`src/rtl/sec2cal_pkg.sv`:
```
`default_nettype none
package sec2cal_pkg;

  // Sequencer states
  typedef enum logic [2:0] {
    ST_IDLE,
    ST_DIV,
    ST_YEAR,
    ST_MONTH,
    ST_DST
  } state_t;

  // Division phases: seconds, minutes, hours, weekday
  typedef enum logic [1:0] {
    PH_SEC,
    PH_MIN,
    PH_HOUR,
    PH_WDAY
  } phase_t;

  localparam int unsigned IN_W       = 32;
  localparam int unsigned DAY_W      = 16;
  localparam int unsigned YOFF_W     = 8;
  localparam int unsigned OUT_DATA_W = 48;

  // Reciprocals for dividends below 2^30: /15 takes the product from bit 34,
  // /3 from bit 32, /7 from bit 33
  localparam logic [30:0] RECIP_15 = 31'h4444_4445;
  localparam logic [30:0] RECIP_3  = 31'h5555_5556;
  localparam logic [30:0] RECIP_7  = 31'h4924_924A;

  localparam logic [11:0]        EPOCH_YEAR    = 12'd2000;
  localparam logic [3:0]         EPOCH_WEEKDAY = 4'd6;
  localparam logic [YOFF_W-1:0]  YOFF_2100     = 8'd100;
  localparam logic [DAY_W-1:0]   YEAR_LEN      = 16'd365;
  localparam logic [DAY_W-1:0]   LEAP_YEAR_LEN = 16'd366;
  localparam logic [DAY_W-1:0]   FEB_LAST_DAY  = 16'd58;
  localparam logic [5:0]         LAST_SUN_MIN  = 6'd25;
  localparam logic [3:0]         MONTH_MARCH   = 4'd3;
  localparam logic [3:0]         MONTH_OCTOBER = 4'd10;
  localparam logic [3:0]         MONTH_DEC     = 4'd12;
  localparam logic [4:0]         DST_HOUR      = 5'd2;
  localparam logic [4:0]         LAST_HOUR     = 5'd23;
  localparam logic [2:0]         SATURDAY      = 3'd6;

  // Month lengths, February counted as 29
  function automatic logic [4:0] month_len(input logic [3:0] m);
    logic [4:0] l;
    case (m)
      4'd1:    l = 5'd31;
      4'd2:    l = 5'd29;
      4'd3:    l = 5'd31;
      4'd4:    l = 5'd30;
      4'd5:    l = 5'd31;
      4'd6:    l = 5'd30;
      4'd7:    l = 5'd31;
      4'd8:    l = 5'd31;
      4'd9:    l = 5'd30;
      4'd10:   l = 5'd31;
      4'd11:   l = 5'd30;
      4'd12:   l = 5'd31;
      default: l = 5'd31;
    endcase
    return l;
  endfunction

endpackage
`default_nettype wire

```
`src/rtl/seconds_to_calendar_dst.sv`:
```
// Sequencing: the seconds, minutes, hours and weekday divisions run on one shared reciprocal
//   multiplier, then the sequencer steps Y = whole years past 2000 (0..136) and M = months
//   (0..11), one year and one month per subtract/compare step.
// Handshake: in_tready is high only while the sequencer idles, so no new transaction is
//   taken while one is in progress, and a stalled result holds it busy.
// Reset: rst_n (synchronous, active low) returns the sequencer to idle and drops out_tvalid.
`default_nettype none
module seconds_to_calendar_dst (
  input  wire logic        clk,
  input  wire logic        rst_n,
  input  wire logic        in_tvalid,
  output logic             in_tready,
  input  wire logic [31:0] in_tdata,   // [31:0] seconds_count
  output logic             out_tvalid,
  input  wire logic        out_tready,
  // [5:0] second_of_minute, [11:6] minute_of_hour, [16:12] hour_of_day,
  // [21:17] day_of_month, [25:22] month_of_year, [37:26] calendar_year,
  // [40:38] weekday, [47:41] zero
  output logic [47:0]      out_tdata,
  output logic             out_tuser   // [0] summer_time
);

  sec2cal_pkg::state_t state_r, state_nxt;
  sec2cal_pkg::phase_t ph_r, ph_nxt;

  logic [31:0] x_r, x_nxt;
  logic [31:0] q_r, q_nxt;
  logic        rem_step_r, rem_step_nxt;
  logic [5:0]  sec_r, sec_nxt;
  logic [5:0]  min_r, min_nxt;
  logic [4:0]  hour_r, hour_nxt;
  logic [2:0]  wday_r, wday_nxt;
  logic [15:0] day_r, day_nxt;
  logic [7:0]  yoff_r, yoff_nxt;
  logic [3:0]  mon_r, mon_nxt;

  logic        out_valid_r, out_valid_nxt;
  logic [47:0] out_data_r, out_data_nxt;
  logic        out_user_r, out_user_nxt;

  // Shared reciprocal multiplier
  logic [29:0] mul_a;
  logic [30:0] mul_b;
  logic [60:0] mul_p;
  logic [31:0] quo;
  logic [5:0]  rem60;
  logic [4:0]  rem24;
  logic [2:0]  rem7;

  // Shared subtract/compare unit
  logic [15:0] sub_a, sub_b;
  logic [16:0] sub_res;
  logic        sub_ge;

  logic        leap;
  logic [15:0] ylen;
  logic [4:0]  mlen;
  logic        month_step;
  logic        out_load;

  // Summer-time evaluation
  logic [4:0]  mday;
  logic        past_last_sun;
  logic        summer;
  logic        roll_day;
  logic [4:0]  fin_hour, fin_day;
  logic [3:0]  fin_mon;
  logic [2:0]  fin_wday;
  logic [11:0] fin_year;

  assign leap     = (yoff_r[1:0] == 2'b00) && (yoff_r != sec2cal_pkg::YOFF_2100);
  assign ylen     = leap ? sec2cal_pkg::LEAP_YEAR_LEN : sec2cal_pkg::YEAR_LEN;
  assign mlen     = sec2cal_pkg::month_len(mon_r);

  // Select dividend and reciprocal: /60 as /4 then /15, /24 as /8 then /3, /7 directly
  always_comb begin
    case (ph_r)
      sec2cal_pkg::PH_SEC, sec2cal_pkg::PH_MIN: begin
        mul_a = x_r[31:2];
        mul_b = sec2cal_pkg::RECIP_15;
      end
      sec2cal_pkg::PH_HOUR: begin
        mul_a = {1'b0, x_r[31:3]};
        mul_b = sec2cal_pkg::RECIP_3;
      end
      default: begin
        mul_a = x_r[29:0];
        mul_b = sec2cal_pkg::RECIP_7;
      end
    endcase
  end

  assign mul_p = {31'd0, mul_a} * {30'd0, mul_b};

  // Take the quotient from the product
  always_comb begin
    case (ph_r)
      sec2cal_pkg::PH_SEC, sec2cal_pkg::PH_MIN: quo = {5'd0, mul_p[60:34]};
      sec2cal_pkg::PH_HOUR:                     quo = {3'd0, mul_p[60:32]};
      default:                                  quo = {4'd0, mul_p[60:33]};
    endcase
  end

  // Remainders x - q*d, kept only to the bits the remainder needs
  assign rem60 = x_r[5:0] + {q_r[3:0], 2'b00};
  assign rem24 = x_r[4:0] + {q_r[1:0], 3'b000};
  assign rem7  = x_r[2:0] + q_r[2:0];

  // Select operands for the shared unit
  always_comb begin
    case (state_r)
      sec2cal_pkg::ST_YEAR: begin
        sub_a = day_r;
        sub_b = ylen;
      end
      sec2cal_pkg::ST_MONTH: begin
        sub_a = day_r;
        sub_b = {11'd0, mlen};
      end
      default: begin
        sub_a = day_r;
        sub_b = 16'd0;
      end
    endcase
  end

  assign sub_res    = {1'b0, sub_a} - {1'b0, sub_b};
  assign sub_ge     = ~sub_res[16];
  assign month_step = (mon_r < sec2cal_pkg::MONTH_DEC) && sub_ge;

  // Evaluate EU summer time and roll the hour over
  assign mday          = day_r[4:0];
  assign past_last_sun = ({1'b0, mday} >= ({3'd0, wday_r} + sec2cal_pkg::LAST_SUN_MIN)) &&
                         ((wday_r != 3'd0) || (hour_r >= sec2cal_pkg::DST_HOUR));

  always_comb begin
    if ((mon_r < sec2cal_pkg::MONTH_MARCH) || (mon_r > sec2cal_pkg::MONTH_OCTOBER)) begin
      summer = 1'b0;
    end else if (past_last_sun) begin
      summer = (mon_r != sec2cal_pkg::MONTH_OCTOBER);
    end else begin
      summer = (mon_r != sec2cal_pkg::MONTH_MARCH);
    end
  end

  assign roll_day = summer && (hour_r == sec2cal_pkg::LAST_HOUR);
  assign fin_year = sec2cal_pkg::EPOCH_YEAR + {4'd0, yoff_r};

  always_comb begin
    fin_hour = hour_r;
    fin_day  = mday;
    fin_mon  = mon_r;
    fin_wday = wday_r;
    if (summer) begin
      fin_hour = roll_day ? 5'd0 : hour_r + 5'd1;
    end
    if (roll_day) begin
      fin_wday = (wday_r == sec2cal_pkg::SATURDAY) ? 3'd0 : wday_r + 3'd1;
      if (mday == mlen) begin
        fin_day = 5'd1;
        fin_mon = mon_r + 4'd1;
      end else begin
        fin_day = mday + 5'd1;
      end
    end
  end

  assign out_load = (state_r == sec2cal_pkg::ST_DST) && (!out_valid_r || out_tready);

  // Next state
  always_comb begin
    state_nxt = state_r;
    case (state_r)
      sec2cal_pkg::ST_IDLE:  if (in_tvalid) state_nxt = sec2cal_pkg::ST_DIV;
      sec2cal_pkg::ST_DIV: begin
        if (rem_step_r && (ph_r == sec2cal_pkg::PH_WDAY)) state_nxt = sec2cal_pkg::ST_YEAR;
      end
      sec2cal_pkg::ST_YEAR:  if (!sub_ge) state_nxt = sec2cal_pkg::ST_MONTH;
      sec2cal_pkg::ST_MONTH: if (!month_step) state_nxt = sec2cal_pkg::ST_DST;
      sec2cal_pkg::ST_DST:   if (out_load) state_nxt = sec2cal_pkg::ST_IDLE;
      default:               state_nxt = sec2cal_pkg::ST_IDLE;
    endcase
  end

  // Datapath next values
  always_comb begin
    ph_nxt       = ph_r;
    x_nxt        = x_r;
    q_nxt        = q_r;
    rem_step_nxt = rem_step_r;
    sec_nxt      = sec_r;
    min_nxt      = min_r;
    hour_nxt     = hour_r;
    wday_nxt     = wday_r;
    day_nxt      = day_r;
    yoff_nxt     = yoff_r;
    mon_nxt      = mon_r;
    case (state_r)
      sec2cal_pkg::ST_IDLE: begin
        // Load the dividend for the first division
        x_nxt        = in_tdata;
        rem_step_nxt = 1'b0;
        ph_nxt       = sec2cal_pkg::PH_SEC;
      end
      sec2cal_pkg::ST_DIV: begin
        if (!rem_step_r) begin
          // Register the quotient of this phase
          q_nxt        = quo;
          rem_step_nxt = 1'b1;
        end else begin
          // Store the remainder and hand the quotient to the next phase
          rem_step_nxt = 1'b0;
          case (ph_r)
            sec2cal_pkg::PH_SEC: begin
              sec_nxt = rem60;
              x_nxt   = q_r;
              ph_nxt  = sec2cal_pkg::PH_MIN;
            end
            sec2cal_pkg::PH_MIN: begin
              min_nxt = rem60;
              x_nxt   = q_r;
              ph_nxt  = sec2cal_pkg::PH_HOUR;
            end
            sec2cal_pkg::PH_HOUR: begin
              hour_nxt = rem24;
              day_nxt  = q_r[15:0];
              x_nxt    = {16'd0, q_r[15:0] + {12'd0, sec2cal_pkg::EPOCH_WEEKDAY}};
              ph_nxt   = sec2cal_pkg::PH_WDAY;
            end
            default: begin
              wday_nxt = rem7;
              yoff_nxt = 8'd0;
            end
          endcase
        end
      end
      sec2cal_pkg::ST_YEAR: begin
        // Step whole years; on exit skip February 29 in common years
        mon_nxt = 4'd1;
        if (sub_ge) begin
          day_nxt  = sub_res[15:0];
          yoff_nxt = yoff_r + 8'd1;
        end else if (!leap && (day_r > sec2cal_pkg::FEB_LAST_DAY)) begin
          day_nxt = day_r + 16'd1;
        end
      end
      sec2cal_pkg::ST_MONTH: begin
        // Step whole months; on exit make the day one-based
        if (month_step) begin
          day_nxt = sub_res[15:0];
          mon_nxt = mon_r + 4'd1;
        end else begin
          day_nxt = day_r + 16'd1;
        end
      end
      default: begin
      end
    endcase
  end

  // Output register
  always_comb begin
    out_valid_nxt = out_valid_r;
    out_data_nxt  = out_data_r;
    out_user_nxt  = out_user_r;
    if (out_valid_r && out_tready) out_valid_nxt = 1'b0;
    if (out_load) begin
      out_valid_nxt = 1'b1;
      out_data_nxt  = {7'd0, fin_wday, fin_year, fin_mon, fin_day, fin_hour, min_r, sec_r};
      out_user_nxt  = summer;
    end
  end

  always_ff @(posedge clk) begin
    if (!rst_n) begin
      state_r     <= sec2cal_pkg::ST_IDLE;
      out_valid_r <= 1'b0;
    end else begin
      state_r     <= state_nxt;
      out_valid_r <= out_valid_nxt;
    end
  end

  always_ff @(posedge clk) begin
    ph_r       <= ph_nxt;
    x_r        <= x_nxt;
    q_r        <= q_nxt;
    rem_step_r <= rem_step_nxt;
    sec_r      <= sec_nxt;
    min_r      <= min_nxt;
    hour_r     <= hour_nxt;
    wday_r     <= wday_nxt;
    day_r      <= day_nxt;
    yoff_r     <= yoff_nxt;
    mon_r      <= mon_nxt;
    out_data_r <= out_data_nxt;
    out_user_r <= out_user_nxt;
  end

  assign in_tready  = (state_r == sec2cal_pkg::ST_IDLE);
  assign out_tvalid = out_valid_r;
  assign out_tdata  = out_data_r;
  assign out_tuser  = out_user_r;

endmodule
`default_nettype wire

```
`config.mk`:
```
export PLATFORM = sky130hd
export DESIGN_NAME = seconds_to_calendar_dst
export DESIGN_NICKNAME = d
export VERILOG_FILES = /design/src/rtl/sec2cal_pkg.sv /design/src/rtl/seconds_to_calendar_dst.sv
export SDC_FILE = /design/constraint.sdc
export NUM_CORES = 1
export LEC_CHECK = 0
export ABC_AREA = 1
export BUFFER_PORTS_ARGS = -buffer_cell sky130_fd_sc_hd__buf_2
export CELL_PAD_IN_SITES_DETAIL_PLACEMENT = 0
export CELL_PAD_IN_SITES_GLOBAL_PLACEMENT = 1
export CORE_ASPECT_RATIO = 1.25
export CORE_UTILIZATION = 46
export CTS_CLUSTER_SIZE = 25
export DETAILED_ROUTE_END_ITERATION = 10
export GPL_ROUTABILITY_DRIVEN = 0
export HOLD_SLACK_MARGIN = 0.1
export PLACE_DENSITY_LB_ADDON = 0.1
export SYNTH_ARGS = -nofsm -noshare
export SYNTH_HDL_FRONTEND = slang
export SYNTH_SLANG_ARGS = --single-unit
export TNS_END_PERCENT = 1
```
`constraint.sdc`:
```
create_clock -name clk -period 8.2 [get_ports clk]
set_input_delay 0.82 -clock clk [delete_from_list [all_inputs] [get_ports clk]]
set_output_delay 0.82 -clock clk [all_outputs]
set_load 0.005 [all_outputs]
```
==> report_table.html <==
<table>
<tr><th>Metric</th><th>Value</th></tr>
<tr><th colspan="2">Layout</th></tr>
<tr><td>Antenna diode count</td><td>0</td></tr>
<tr><td>Area used by sequential logic in the layout</td><td>4715 µm²</td></tr>
<tr><td>Non-filler instance count after layout</td><td>4,592</td></tr>
<tr><td>Area delta synth-&gt;final</td><td>19.25%</td></tr>
<tr><td>Share of layout cells above drive strength 1</td><td>18.55%</td></tr>
<tr><td>Final net count</td><td>4,579</td></tr>
<tr><td>Count of filler cells inserted in the layout</td><td>5,592</td></tr>
<tr><td>Area occupied by multi-input gates</td><td>20,650 µm²</td></tr>
<tr><th colspan="2">CTS</th></tr>
<tr><td>Clock Tree Buf Depth</td><td>2</td></tr>
<tr><td>Insertion delay of the later-clocked pin in the worst-skew pair</td><td>0.48 ns</td></tr>
<tr><td>Clk pin slew, worst setup/hold paths</td><td>0.08 ns</td></tr>
<tr><td>Clock tree from TritonCTS</td><td>built</td></tr>
<tr><td>Number of clock sinks</td><td>159</td></tr>
<tr><td>Clock buffer count from CTS</td><td>17</td></tr>
<tr><td>Htree depth</td><td>4</td></tr>
<tr><td>Root buffer cell</td><td>clkbuf_16</td></tr>
<tr><th colspan="2">Setup path</th></tr>
<tr><td>Buf/Inv on CP</td><td>11</td></tr>
<tr><td>Max FO, Critical Path</td><td>11</td></tr>
<tr><td>Family with the most delay on the worst path</td><td>adder cells</td></tr>
<tr><td>FF-to-FF path depth</td><td>35</td></tr>
<tr><td>Setup slack of the most critical reg-to-reg path</td><td>-0.06 ns</td></tr>
<tr><td>Setup crit start</td><td>ph_r[0]$_SDFFCE_PN0P_</td></tr>
<tr><td>Startpoint-to-endpoint class of the critical path</td><td>register to register</td></tr>
<tr><td>Worst Path Arrival</td><td>8.46 ns</td></tr>
<tr><td>Critical-path cell with the highest stage delay</td><td>fa_1</td></tr>
<tr><td>Critical path launch point type</td><td>register</td></tr>
<tr><td>Crit path capture type</td><td>register</td></tr>
<tr><td>Worst reg2reg startpoint</td><td>ph_r[0]$_SDFFCE_PN0P_</td></tr>
<tr><td>Data required time of the worst path</td><td>8.40 ns</td></tr>
<tr><td>Crit path depth</td><td>35</td></tr>
<tr><td>Endpoint of the worst-slack reg-to-reg timing path</td><td>q_r[2]$_DFFE_PP_</td></tr>
<tr><td>Critical Path End</td><td>q_r[2]$_DFFE_PP_</td></tr>
<tr><td>Biggest cell delay along the critical path</td><td>0.58 ns</td></tr>
<tr><th colspan="2">STA</th></tr>
<tr><td>Period utilization</td><td>100.7%</td></tr>
<tr><td>Setup TNS</td><td>-0.05810 ns</td></tr>
<tr><td>Slew HR</td><td>13.43%</td></tr>
<tr><td>RSZ-0062 raised after global routing</td><td>yes</td></tr>
<tr><td>Worst setup skew after layout</td><td>0.02697 ns</td></tr>
<tr><td>Final period demand of the worst path</td><td>8.258 ns</td></tr>
<tr><td>Final Slew Violations</td><td>0</td></tr>
<tr><td>Slew @ Worst Pin</td><td>1.294 ns</td></tr>
<tr><td>Fmax</td><td>0.1211 GHz</td></tr>
<tr><td>Least setup slack across all paths after layout</td><td>-0.05810 ns</td></tr>
<tr><td>Final setup viols</td><td>1</td></tr>
<tr><td>Hold Violations, Final</td><td>0</td></tr>
<tr><th colspan="2">Floorplan</th></tr>
<tr><td>Die height</td><td>279.3 µm</td></tr>
<tr><td>Die Wd</td><td>223.8 µm</td></tr>
<tr><td>Initial standard-cell utilization of the core</td><td>46.54%</td></tr>
<tr><td>IO Count</td><td>87</td></tr>
<tr><td>Core Box Area</td><td>60,780 µm²</td></tr>
<tr><td>Die area</td><td>62,500 µm²</td></tr>
<tr><td>Number of rows in the core area</td><td>101</td></tr>
<tr><th colspan="2">Route</th></tr>
<tr><td>Avg Vias per Cell</td><td>5.150</td></tr>
<tr><td>Final routed wire length divided by cell count</td><td>21.55 µm</td></tr>
<tr><td>Initial detailed-routing violation count</td><td>1,587</td></tr>
<tr><td>Count of nets left with antenna violations after detail routing</td><td>0</td></tr>
<tr><td>DRC violation count after routing</td><td>0</td></tr>
<tr><td>Final Routed Wirelength</td><td>98.97 mm</td></tr>
<tr><td>Via count</td><td>23,650</td></tr>
<tr><td>Count of TritonRoute iterations in the first routing pass</td><td>5</td></tr>
<tr><th colspan="2">Synthesis</th></tr>
<tr><td>Mapped Area</td><td>28,290 µm²</td></tr>
<tr><td>Average cell area after synthesis</td><td>8.515 µm²</td></tr>
<tr><td>Sequential share of the synthesized area</td><td>16.67%</td></tr>
<tr><td>Count of distinct cell types in the synthesized netlist</td><td>63</td></tr>
<tr><td>Number of flops mapped to enable cells by yosys</td><td>153</td></tr>
<tr><td>Count of synthesis-stage warnings from yosys</td><td>0</td></tr>
<tr><td>Synth Register Bits</td><td>159</td></tr>
<tr><td>Post-synthesis async set-or-reset flop share</td><td>0%</td></tr>
<tr><td>Top FF cell, synth</td><td>edfxtp_1</td></tr>
<tr><td>Cell taking the most area after synthesis</td><td>fa_1</td></tr>
<tr><td>Synth area leaders</td><td>fa_1 (29%), ha_1 (17%), edfxtp_1 (16%)</td></tr>
<tr><td>Area share of the leading cell type in the synthesized netlist</td><td>29.30%</td></tr>
<tr><td>Number of instances in the synthesized netlist</td><td>3,322</td></tr>
<tr><th colspan="2">Global route</th></tr>
<tr><td>Tot GR Track Use</td><td>33.03%</td></tr>
<tr><td>Met2 usage in global routing</td><td>56.74%</td></tr>
<tr><td>First-pass GRT wire length</td><td>151.4 mm</td></tr>
<tr><td>Via count of the first global-routing pass</td><td>25,810</td></tr>
<tr><td>Met1 global-route usage</td><td>38.37%</td></tr>
<tr><td>GRT Residual Overflow</td><td>0</td></tr>
<tr><td>Pin count of the biggest net entering global routing</td><td>53</td></tr>
<tr><td>Met3 routing resource usage after global routing</td><td>4.946%</td></tr>
<tr><td>Antenna violations before repair</td><td>1</td></tr>
<tr><td>Most used routing layer</td><td>met2</td></tr>
<tr><th colspan="2">Placement</th></tr>
<tr><td>Post-detail-place hpwl</td><td>87.39 mm</td></tr>
<tr><td>Worst setup slack before clock tree synthesis</td><td>-0.4801 ns</td></tr>
<tr><td>DP Cell Count</td><td>4,545</td></tr>
<tr><td>Buffers on Ports</td><td>79</td></tr>
<tr><th colspan="2">Status</th></tr>
<tr><td>Outcome</td><td>complete, but fails checks</td></tr>
<tr><td>Violations in the final reports</td><td>negative setup slack</td></tr>
<tr><th colspan="2">Min path</th></tr>
<tr><td>Worst min-delay path category</td><td>register to register</td></tr>
<tr><th colspan="2">Flow run</th></tr>
<tr><td>Number of maximum-capacitance constraint violations</td><td>0</td></tr>
</table>
-- layout make-up --
| type | instances | share of cell area (%) |
|---|---|---|
| multi-input combinational | 2206 | 61.22 |
| sequential | 159 | 13.98 |
| inverter | 912 | 10.21 |
| timing repair buffer | 459 | 9.847 |
| tap | 824 | 3.056 |
| clock buffer | 17 | 1.261 |
| clock inverter | 15 | 0.4339 |
-- registers in the layout, indices dropped and copies added (netlist names) --
register and cells:
day_r 16, hour_r 5, min_r 6, mlen 2, mon_r 4, out_tdata 40
out_tuser 1, out_tvalid 1, ph_r 2, q_r 29, rem_step_r 1, sec_r 6
state_r 3, wday_r 3, x_r 32, yoff_r 8
-- cells by family after synthesis --
family                   Yosys count  synth area share (%)
XOR/XNOR                          57                 1.765
buffers and inverters            978                 13.27
AO/OA/AOI/OAI                    349                 7.462
adder cells (fa/ha/maj)          788                 45.84
flip-flops                       159                 16.67
AND/OR/NAND/NOR                  989                 14.97
other                              2               0.02655
-- cell usage in the layout (no fill, tap or decap), drive strengths merged, types with 4 or more instances in the layout --
master  netlist  layout
xnor2        22      22
nor4          6       6
a31oi        17      17
a21o         14      14
xor2         35      35
o31ai         4       4
nand4         9       9
nand2       514     514
nand3       135     135
buf          31     459
clkinv        0       4
nor2        256     256
ha          374     374
a22o         14      14
o21a          9       9
clkbuf       35      17
or2          11      11
nor3         40      40
dfxtp         6       6
o22ai         9       9
o32ai         7       7
a21oi       113     113
fa          414     414
nand3b       11      11
conb          2      23
a21boi        5       5
o21bai       12      12
edfxtp      153     153
o21ai       110     110
inv         912     921
o221ai       19      19
-- how the worst min path moves through the flow --
stage,start,endpoint,cells past startpoint
2_1_floorplan,sec_r[0]$_DFFE_PP_,out_tdata[0]$_DFFE_PP_,0
4_1_cts,sec_r[4]$_DFFE_PP_,out_tdata[4]$_DFFE_PP_,0
3_5_place_dp,min_r[0]$_DFFE_PP_,out_tdata[6]$_DFFE_PP_,0
3_3_place_gp,min_r[5]$_DFFE_PP_,out_tdata[11]$_DFFE_PP_,0
6_report,sec_r[4]$_DFFE_PP_,out_tdata[4]$_DFFE_PP_,0
5_1_grt,sec_r[5]$_DFFE_PP_,out_tdata[5]$_DFFE_PP_,0
-- per-stage QoR --
step           instance area, µm²  hold WS [ns]  utilization [%]
6_report                    33730        0.4101            55.50
3_5_place_dp                32330        0.4045            53.18
4_1_cts                     33220        0.4115            54.65
3_3_place_gp                32330        0.4044            53.18
5_1_grt                     33730        0.4202            55.50
2_1_floorplan               28370        0.4003                -
-- repair_timing --
item | 4_1_cts | 5_1_grt
cloned | 0 | 0
pin swaps | 14 | 36
hold buffers | 0 | 0
endpoints found under the hold margin | 0 | 0
buffers inserted | 3 | 12
endpoints found under the setup margin | 29 | 29
gates resized for setup | 79 | 117
-- cells in the mapped netlist, types with 10 or more instances --
library cell,instances
xnor2_1,22
o21ai_1,10
buf_2,10
nand3_1,130
nand3b_1,11
a21o_1,14
clkbuf_1,35
o221ai_1,19
a22o_1,14
o21ai_0,99
a21oi_1,111
edfxtp_1,153
nor2_1,253
nor3_1,35
fa_1,414
nand2_1,499
xor2_1,35
a31oi_1,17
o21bai_1,12
inv_1,901
ha_1,374
-- routing by layer --
layer	vias to the layer above	share of wire (%)
met2	823	49
met3	277	5.7
met4	2	7.4
li1	11120	-
met1	11430	38
met5	-	0.013
Power is not shown: default switching activity piles up to over one toggle a cycle in this logic, so the estimate is an artifact.
